==> config.mk <==
export PLATFORM = sky130hd
export DESIGN_NAME = line_editor_insert_overwrite
export DESIGN_NICKNAME = d
export VERILOG_FILES = /design/src/sv/leio_pkg.sv /design/src/sv/line_editor_insert_overwrite.sv /design/src/sv/leio_cell.sv
export VERILOG_INCLUDE_DIRS = /design/src /design/src/sv
export SDC_FILE = /design/constraint.sdc
export NUM_CORES = 2
export LEC_CHECK = 0
export ABC_AREA = 1
export BUFFER_PORTS_ARGS = -buffer_cell sky130_fd_sc_hd__buf_2
export CAP_MARGIN = 20
export CORE_UTILIZATION = 59
export DETAILED_ROUTE_END_ITERATION = 8
export PLACE_DENSITY_LB_ADDON = 0.2
export SLEW_MARGIN = 0
export SYNTH_ARGS = -nofsm -noshare
export SYNTH_HDL_FRONTEND = slang
export SYNTH_SLANG_ARGS = --single-unit
==> constraint.sdc <==
create_clock -name i_clk -period 5.1 [get_ports i_clk]
set_input_delay 0.255 -clock i_clk [delete_from_list [all_inputs] [get_ports i_clk]]
set_output_delay 0.255 -clock i_clk [all_outputs]
set_load 0.02 [all_outputs]
==> src/sv/line_editor_insert_overwrite_assert.svh <==
// ----------------------------------------------------------------------------
// Line editor assertion macros
// Implication checks used at the end of the top level.
// ----------------------------------------------------------------------------
`ifndef LINE_EDITOR_INSERT_OVERWRITE_ASSERT_SVH
`define LINE_EDITOR_INSERT_OVERWRITE_ASSERT_SVH

// same-cycle implication
`define LEIO_ASSERT_NOW(lbl, clk, rst_n, ante, cons, msg) \
    lbl: assert property (@(posedge clk) disable iff (!(rst_n)) (ante) |-> (cons)) \
        else $error(msg);

// next-cycle implication
`define LEIO_ASSERT_NEXT(lbl, clk, rst_n, ante, cons, msg) \
    lbl: assert property (@(posedge clk) disable iff (!(rst_n)) (ante) |=> (cons)) \
        else $error(msg);

`endif

==> src/sv/leio_pkg.sv <==
// ----------------------------------------------------------------------------
// Line editor package
// Key codes, result kinds, cell control type and shared constants.
// ----------------------------------------------------------------------------
`default_nettype none

package leio_pkg;

    localparam int MAX_LINE_DEF = 64;
    localparam int LEN_W        = 7;
    localparam int POS_W        = 8;
    localparam int CH_W         = 8;

    localparam logic [CH_W-1:0] KEY_NONE   = 8'd0;
    localparam logic [CH_W-1:0] KEY_STOP   = 8'd3;
    localparam logic [CH_W-1:0] KEY_ENTER  = 8'd13;
    localparam logic [CH_W-1:0] KEY_LF     = 8'd10;
    localparam logic [CH_W-1:0] KEY_LEFT   = 8'd157;
    localparam logic [CH_W-1:0] KEY_UP     = 8'd145;
    localparam logic [CH_W-1:0] KEY_RIGHT  = 8'd29;
    localparam logic [CH_W-1:0] KEY_DOWN   = 8'd17;
    localparam logic [CH_W-1:0] KEY_INS    = 8'd148;
    localparam logic [CH_W-1:0] KEY_DEL    = 8'd20;
    localparam logic [CH_W-1:0] KEY_BS     = 8'd8;
    localparam logic [CH_W-1:0] KEY_RUBOUT = 8'd127;
    localparam logic [CH_W-1:0] PRINT_LO   = 8'd32;
    localparam logic [CH_W-1:0] PRINT_HI   = 8'd126;
    localparam logic [CH_W-1:0] CH_BANG    = 8'd33;
    localparam logic [CH_W-1:0] CH_BAR     = 8'd124;

    localparam logic [1:0] KIND_UPDATE = 2'd0;
    localparam logic [1:0] KIND_CHAR   = 2'd1;
    localparam logic [1:0] KIND_EMPTY  = 2'd2;
    localparam logic [1:0] KIND_CANCEL = 2'd3;

    localparam logic [1:0] CFG_REQ_MAX = 2'd0;
    localparam logic [1:0] CFG_SCR_W   = 2'd1;
    localparam logic [1:0] CFG_START   = 2'd2;

    localparam logic [6:0] REQ_MAX_RST = 7'd40;
    localparam logic [7:0] SCR_W_RST   = 8'd40;
    localparam logic [7:0] START_RST   = 8'd0;

    typedef enum logic [1:0] {
        CELL_HOLD,
        CELL_SHL,
        CELL_INS,
        CELL_PUT
    } t_cell_op;

    typedef struct packed {
        t_cell_op          op;
        logic [POS_W-1:0]  pos;
        logic [CH_W-1:0]   ch;
    } t_cell_ctl;

    typedef enum logic {
        S_IDLE,
        S_EMIT
    } t_state;

endpackage

`default_nettype wire

==> src/sv/line_editor_insert_overwrite.sv <==
// ----------------------------------------------------------------------------
// Line editor with insert and overwrite modes
// Edits one line held in a row of character cells; emits it on enter.
// ----------------------------------------------------------------------------
//  channel  | valid    | stall    | payload
//  ---------+----------+----------+--------------------------------------
//  key in   | i_valid  | o_stall  | i_key
//  result   | o_valid  | i_stall  | o_kind o_char_out o_length o_cursor
//           |          |          | o_insert_on o_last
//  config   | i_cfg_we | -        | i_cfg_idx i_cfg_data
//
//  On an edit key all cells shift or load in parallel.
//  On enter the row shifts left one cell a cycle, while the output register
//  is free or draining, giving one result per character (up to MAX_LINE).
//  A key is taken only while the output register is free or draining.
//  Reset clears length and cursor, sets insert mode; cell data is not reset.
// ----------------------------------------------------------------------------
`default_nettype none

`include "line_editor_insert_overwrite_assert.svh"

module line_editor_insert_overwrite
    import leio_pkg::*;
#(
    parameter int MAX_LINE = MAX_LINE_DEF
) (
    input  wire logic             i_clk,
    input  wire logic             i_rst_n,
    input  wire logic             i_valid,
    input  wire logic [CH_W-1:0]  i_key,
    output logic                  o_stall,
    output logic                  o_valid,
    output logic      [1:0]       o_kind,
    output logic      [CH_W-1:0]  o_char_out,
    output logic      [LEN_W-1:0] o_length,
    output logic      [LEN_W-1:0] o_cursor,
    output logic                  o_insert_on,
    output logic                  o_last,
    input  wire logic             i_stall,
    input  wire logic             i_cfg_we,
    input  wire logic [1:0]       i_cfg_idx,
    input  wire logic [7:0]       i_cfg_data
);

    localparam int LW = $clog2(MAX_LINE + 1);

    logic [6:0]    r_req_max;
    logic [7:0]    r_scr_w;
    logic [7:0]    r_start;

    t_state        r_state;
    t_state        n_state;
    logic [LW-1:0] r_len;
    logic [LW-1:0] n_len;
    logic [LW-1:0] r_cur;
    logic [LW-1:0] n_cur;
    logic          r_ins;
    logic          n_ins;
    logic [LW-1:0] r_cnt;
    logic [LW-1:0] n_cnt;

    logic             r_ov;
    logic             n_ov;
    logic [1:0]       r_kind;
    logic [1:0]       n_kind;
    logic [CH_W-1:0]  r_char;
    logic [CH_W-1:0]  n_char;
    logic [LEN_W-1:0] r_olen;
    logic [LEN_W-1:0] n_olen;
    logic [LEN_W-1:0] r_ocur;
    logic [LEN_W-1:0] n_ocur;
    logic             r_oins;
    logic             n_oins;
    logic             r_olast;
    logic             n_olast;

    t_cell_ctl        w_ctl;
    logic [CH_W-1:0]  w_data [MAX_LINE];

    logic       out_free;
    logic       accept;
    logic [7:0] avail;
    logic [7:0] lim_a;
    logic [7:0] lim_b;
    logic [7:0] limit;
    logic       is_print;
    logic [CH_W-1:0] put_ch;

    // ---- configuration ----
    always_ff @(posedge i_clk) begin
        if (!i_rst_n) begin
            r_req_max <= REQ_MAX_RST;
            r_scr_w   <= SCR_W_RST;
            r_start   <= START_RST;
        end else if (i_cfg_we) begin
            case (i_cfg_idx)
                CFG_REQ_MAX: r_req_max <= i_cfg_data[6:0];
                CFG_SCR_W:   r_scr_w   <= i_cfg_data;
                CFG_START:   r_start   <= i_cfg_data;
                default:     ;
            endcase
        end
    end

    // ---- line limit ----
    always_comb begin
        avail = (r_start < r_scr_w) ? (r_scr_w - r_start) : 8'd0;
        lim_a = ({1'b0, r_req_max} < avail) ? {1'b0, r_req_max} : avail;
        lim_b = (lim_a > 8'(MAX_LINE)) ? 8'(MAX_LINE) : lim_a;
        limit = (lim_b == 8'd0) ? 8'd1 : lim_b;
    end

    assign out_free = !r_ov || !i_stall;
    assign o_stall  = !((r_state == S_IDLE) && out_free);
    assign accept   = i_valid && !o_stall;
    assign is_print = (i_key >= PRINT_LO) && (i_key <= PRINT_HI);
    assign put_ch   = (i_key == CH_BANG) ? CH_BAR : i_key;

    // ---- next state ----
    always_comb begin
        n_state = r_state;
        case (r_state)
            S_IDLE: begin
                if (accept && (i_key == KEY_ENTER || i_key == KEY_LF)
                        && r_len != '0) begin
                    n_state = S_EMIT;
                end
            end
            S_EMIT: begin
                if (out_free && r_cnt == LW'(1)) n_state = S_IDLE;
            end
            default: n_state = S_IDLE;
        endcase
    end

    // ---- datapath and results ----
    always_comb begin
        n_len   = r_len;
        n_cur   = r_cur;
        n_ins   = r_ins;
        n_cnt   = r_cnt;
        n_ov    = r_ov && i_stall;
        n_kind  = r_kind;
        n_char  = r_char;
        n_olen  = r_olen;
        n_ocur  = r_ocur;
        n_oins  = r_oins;
        n_olast = r_olast;
        w_ctl.op  = CELL_HOLD;
        w_ctl.pos = POS_W'(r_cur);
        w_ctl.ch  = put_ch;

        case (r_state)
            S_IDLE: begin
                if (accept && i_key != KEY_NONE) begin
                    n_kind  = KIND_UPDATE;
                    n_char  = '0;
                    n_olast = 1'b1;
                    n_ov    = 1'b1;
                    if (i_key == KEY_STOP) begin
                        n_len  = '0;
                        n_cur  = '0;
                        n_ins  = 1'b1;
                        n_kind = KIND_CANCEL;
                    end else if (i_key == KEY_ENTER || i_key == KEY_LF) begin
                        if (r_len == '0) begin
                            n_kind = KIND_EMPTY;
                            n_cur  = '0;
                            n_ins  = 1'b1;
                        end else begin
                            n_ov  = r_ov && i_stall;
                            n_cnt = r_len;
                        end
                    end else if (i_key == KEY_LEFT || i_key == KEY_UP) begin
                        if (r_cur != '0) n_cur = r_cur - LW'(1);
                    end else if (i_key == KEY_RIGHT || i_key == KEY_DOWN) begin
                        if (r_cur < r_len) n_cur = r_cur + LW'(1);
                    end else if (i_key == KEY_INS) begin
                        n_ins = !r_ins;
                    end else if (i_key == KEY_DEL || i_key == KEY_BS
                            || i_key == KEY_RUBOUT) begin
                        if (r_cur != '0 && r_len != '0) begin
                            w_ctl.op  = CELL_SHL;
                            w_ctl.pos = POS_W'(r_cur - LW'(1));
                            n_cur     = r_cur - LW'(1);
                            n_len     = r_len - LW'(1);
                        end
                    end else if (is_print) begin
                        if (8'(r_len) < limit) begin
                            if (r_ins && r_cur < r_len) begin
                                w_ctl.op = CELL_INS;
                                n_len    = r_len + LW'(1);
                            end else begin
                                w_ctl.op = CELL_PUT;
                                if (r_cur == r_len) n_len = r_len + LW'(1);
                            end
                            n_cur = r_cur + LW'(1);
                        end
                    end
                    n_olen = LEN_W'(n_len);
                    n_ocur = LEN_W'(n_cur);
                    // empty-line result shows the mode from before the clear
                    n_oins = (n_kind == KIND_EMPTY) ? r_ins : n_ins;
                end
            end
            S_EMIT: begin
                if (out_free) begin
                    w_ctl.op  = CELL_SHL;
                    w_ctl.pos = '0;
                    n_ov      = 1'b1;
                    n_kind    = KIND_CHAR;
                    n_char    = w_data[0];
                    n_olen    = LEN_W'(r_len);
                    n_ocur    = LEN_W'(r_cur);
                    n_oins    = r_ins;
                    n_olast   = (r_cnt == LW'(1));
                    n_cnt     = r_cnt - LW'(1);
                    if (r_cnt == LW'(1)) begin
                        n_len = '0;
                        n_cur = '0;
                        n_ins = 1'b1;
                    end
                end
            end
            default: ;
        endcase
    end

    always_ff @(posedge i_clk) begin
        if (!i_rst_n) begin
            r_state <= S_IDLE;
            r_len   <= '0;
            r_cur   <= '0;
            r_ins   <= 1'b1;
            r_cnt   <= '0;
            r_ov    <= 1'b0;
        end else begin
            r_state <= n_state;
            r_len   <= n_len;
            r_cur   <= n_cur;
            r_ins   <= n_ins;
            r_cnt   <= n_cnt;
            r_ov    <= n_ov;
        end
    end

    always_ff @(posedge i_clk) begin
        r_kind  <= n_kind;
        r_char  <= n_char;
        r_olen  <= n_olen;
        r_ocur  <= n_ocur;
        r_oins  <= n_oins;
        r_olast <= n_olast;
    end

    // ---- cell row ----
    for (genvar g = 0; g < MAX_LINE; g++) begin : g_cell
        logic [CH_W-1:0] w_left;
        logic [CH_W-1:0] w_right;
        if (g == 0) begin : g_first
            assign w_left = '0;
        end else begin : g_mid_l
            assign w_left = w_data[g-1];
        end
        if (g == MAX_LINE - 1) begin : g_final
            assign w_right = '0;
        end else begin : g_mid_r
            assign w_right = w_data[g+1];
        end
        leio_cell #(
            .IDX (g)
        ) u_cell (
            .i_clk   (i_clk),
            .i_ctl   (w_ctl),
            .i_left  (w_left),
            .i_right (w_right),
            .o_data  (w_data[g])
        );
    end

    assign o_valid     = r_ov;
    assign o_kind      = r_kind;
    assign o_char_out  = r_char;
    assign o_length    = r_olen;
    assign o_cursor    = r_ocur;
    assign o_insert_on = r_oins;
    assign o_last      = r_olast;

    // ---- checks ----
    `LEIO_ASSERT_NOW(a_cur_in_line, i_clk, i_rst_n, 1'b1, r_cur <= r_len, "cursor past end")
    `LEIO_ASSERT_NOW(a_len_cap, i_clk, i_rst_n, 1'b1, r_len <= LW'(MAX_LINE), "length over cap")
    `LEIO_ASSERT_NOW(a_emit_blocks, i_clk, i_rst_n, r_state == S_EMIT, o_stall, "key taken in emit")
    `LEIO_ASSERT_NEXT(a_stop_result, i_clk, i_rst_n, accept && i_key == KEY_STOP, o_valid && o_kind == KIND_CANCEL && o_last && o_length == '0, "stop result wrong")

endmodule

`default_nettype wire

==> src/sv/leio_cell.sv <==
// ----------------------------------------------------------------------------
// Line editor character cell
// Holds one character; shifts from a neighbor or loads a new key per command.
// ----------------------------------------------------------------------------
`default_nettype none

module leio_cell
    import leio_pkg::*;
#(
    parameter int IDX = 0
) (
    input  wire logic             i_clk,
    input  wire t_cell_ctl        i_ctl,
    input  wire logic [CH_W-1:0]  i_left,
    input  wire logic [CH_W-1:0]  i_right,
    output logic      [CH_W-1:0]  o_data
);

    localparam logic [POS_W-1:0] MY_POS = POS_W'(IDX);

    logic [CH_W-1:0] r_data;
    logic [CH_W-1:0] n_data;

    always_comb begin
        n_data = r_data;
        case (i_ctl.op)
            CELL_SHL: begin
                if (MY_POS >= i_ctl.pos) n_data = i_right;
            end
            CELL_INS: begin
                if (MY_POS > i_ctl.pos) begin
                    n_data = i_left;
                end else if (MY_POS == i_ctl.pos) begin
                    n_data = i_ctl.ch;
                end
            end
            CELL_PUT: begin
                if (MY_POS == i_ctl.pos) n_data = i_ctl.ch;
            end
            default: n_data = r_data;
        endcase
    end

    always_ff @(posedge i_clk) begin
        r_data <= n_data;
    end

    assign o_data = r_data;

endmodule

`default_nettype wire

==> metrics <==
grt ovf=0; Yosys top cell area share=38.2%; CP Launch Type=flip-flop; crit-path max cell delay=0.33 ns; Layout area overhead=19.8%; post-synthesis net count=between 5000 and 6000; clk sinks=585; fmax=184 MHz; CP Max Fanout=9; CTS H-tree lvls=3; number of DRC markers in iteration 0=6831; PwrDens=407 nW/um^2; pre-CTS WS=-0.480 ns; worst slew pin tran=1.20 ns; ant diodes=0; number of vias per cell=about 6.4; Slew HR=19.3%; cell taking the most area after synthesis=edfxtp_1; #FFs+latches synth=slightly below 600; # rows=97; worst clock skew=0.0250 ns; endpoints failing setup=979; number of global-route vias before repair=between 30000 and 40000; Max Slew Vio Count=0; Skew-Pair Late Insertion Delay=0.63 ns; CP endpoint kind=flip-flop; failing checks=negative setup slack; die area=72700 um^2; Port Buffer Count=50; initial core utilization=59.9%; CP max stage cell=fa_2; I/O pin count=51; global-route wire length before repair=215 mm; Routed WL per cell=21.9 um; Max clock buf depth=3; global placer's final weighted congestion=roughly 0.96; Primary FF master, synth=edfxtp_1; clk slew on worst S/H paths=0.06 ns; Post-synth EDFFs=538; Post-Syn Area=42300 um^2; Mapped Cells=around 5600; critical path data arrival time=5.77 ns; fin crit period=between 5 and 6 ns; critical path's top delay family=simple AND/OR/NAND/NOR gates; CTS tree=yes; most frequent cell after synthesis=nand2_1; post-synthesis sequential area ratio=about 40%; Layout Cells excl Fill=~6800; HP Class=primary input to flip-flop; asr flop ratio synth=0%; setup slack after layout=-0.325 ns; chip height=270 um; DRT Pass-1 Iters=9; max-cap violations=0; unrepaired setup endpoints after global routing=yes; dpl cells=6505; remaining antenna violation count=0; Post-synth top cells=nand2_1, o21ai_0, o211ai_1; outcome=finished with violations; gr usage total=36.8%; critical path class=flip-flop to flip-flop; initial antenna violation count=0; vias after detailed routing=~43000; Synth cell types=60; Buffers & Inverters on Critical Path=13; fin crit share=106%; number of synthesis warnings=0; die width=around 270 um; clk root buf=clkbuf_16; Layout fillers=between 5000 and 6000; critical path's most frequent cell=nand2_2; Placeable Area=70500 um^2; DR DRC count=0; Max IR drop VDD=0.000319 V; P_leak=19.8 nW; Worst EP required=5.45 ns; cts bufs inserted=70; DP HPWL=88.9 mm; syn avg cell area=around 7.5 um^2; Final #Nets=between 5000 and 6000; Synth area leaders=edfxtp_1, nand2_1, o211ai_1; layout cell share with drive strength beyond 1=19.3%; Post-Route WL=148 mm; Fin. Hold Viols=0; pin count of the biggest net entering global routing=106
==> logic make-up (layout without fill, tap and decap cells) <==
logic type               Yosys count  after routing  share of synthesized area [%]
flip-flops                       585            585                           40.5
AO/OA/AOI/OAI                   1474           1474                           21.6
adder cells (fa/ha/maj)           35             35                           1.05
XOR/XNOR                          14             14                          0.290
multiplexers                      67             67                           1.79
AND/OR/NAND/NOR                 2617           2617                           26.8
buffers and inverters            823           1048                           8.05
==> worst register-to-register path: cells and delay by family (launching register included) <==
kind            cells  cell delay, ns
buf+inv            13            1.37
simple gates       23            2.12
flops               1            0.32
fa+ha+maj           4            1.02
compound gates      2            0.32
==> flip-flops by register name, indices dropped and copies added, names as in the netlist, 8 cells and up <==
name,flops
g_cell.u_cell.o_data,512
o_char_out,8
r_scr_w,8
r_start,8
==> cell usage in the layout, fill, tap and decap left out, types with 7 or more instances in the layout <==
| cell type | instances |
|---|---|
| clkbuf_1 | 10 |
| nand4_1 | 13 |
| a21oi_2 | 46 |
| o211ai_2 | 9 |
| or2_0 | 45 |
| nor2_4 | 37 |
| xor2_1 | 12 |
| a21oi_4 | 22 |
| inv_2 | 68 |
| buf_12 | 41 |
| dfxtp_1 | 45 |
| buf_4 | 243 |
| buf_16 | 27 |
| nor2_1 | 113 |
| nor3_1 | 10 |
| mux2_2 | 66 |
| buf_2 | 50 |
| nand2_1 | 1818 |
| clkbuf_16 | 122 |
| nand3_2 | 32 |
| ha_1 | 27 |
| nor2_2 | 37 |
| or2_2 | 107 |
| buf_8 | 7 |
| clkinv_2 | 11 |
| edfxtp_1 | 538 |
| dlygate4sd3_1 | 9 |
| nand2_2 | 61 |
| or2_1 | 7 |
| inv_1 | 371 |
| nand2_4 | 33 |
| nand3_1 | 281 |
| buf_6 | 39 |
| clkinv_1 | 26 |
| o21ai_0 | 647 |
| o21ai_1 | 18 |
| a21oi_1 | 90 |
| o211ai_1 | 608 |
==> layer usage <==
metal	GRT usage (%)	part of all wire, %	vias to the layer above
met5	0	0	-
li1	-	-	19740
met1	51.6	38	19977
met3	6.48	13	551
met2	56.4	44	3134
met4	14.8	5.2	0
==> power by group <==
| group | leakage [nW] | internal [mW] | switching (mW) |
|---|---|---|---|
| combinational | 13.3 | 3.03 | 4.99 |
| sequential | 5.39 | 6.81 | 0.631 |
| clock | 1.12 | 2.99 | 2.16 |
==> timing repair <==
action	CTS	global route
gates resized for setup	130	197
gates cloned	14	62
buffers inserted	37	33
hold buffers	9	0
endpoints found under the setup margin	992	1047
hold endpoints to repair	21	0
pin swaps	28	82
==> final cells by class <==
cell class              instances  area (um^2)  share of cell area, %
repair inverters                5         88.8                  0.175
clock buffers                  87         1930                   3.81
flip-flops and latches        585        17100                   33.8
multi-input cells            4207        22800                   45.0
inverters                     453         1740                   3.43
clock inverters                39          349                  0.690
repair buffers                464         5470                   10.8
well taps                     940         1180                   2.32
==> through the flow <==
stage	hold WS [ns]	power [mW]	setup TNS (ns)	area (um^2)	utilization, %
finish	0.0369	20.6	-161.24	50600	71.8
global route	0.0660	21.5	-413.26	50600	71.8
CTS	0.0253	19.6	-71.23	48200	68.4
detailed placement	0.465	14.1	-291.76	44600	63.3
global placement	0.458	13.9	-186.27	44600	63.3
floorplan	0.368	12.0	-100.94	42300	-
==> final timing paths <==
check	startpoint	endpoint	slack, ns	cells past startpoint
hold reg to reg	r_start[6]	r_start[6]	0.47	2
setup / recovery	r_scr_w[0]	g_cell[49].u_cell.o_data[2]	-0.33	42
hold / removal	i_cfg_idx[1]	r_req_max[5]	0.04	4
setup reg to reg	r_scr_w[0]	g_cell[49].u_cell.o_data[2]	-0.33	42
No activity file was read; power rests on OpenSTA's default activity.
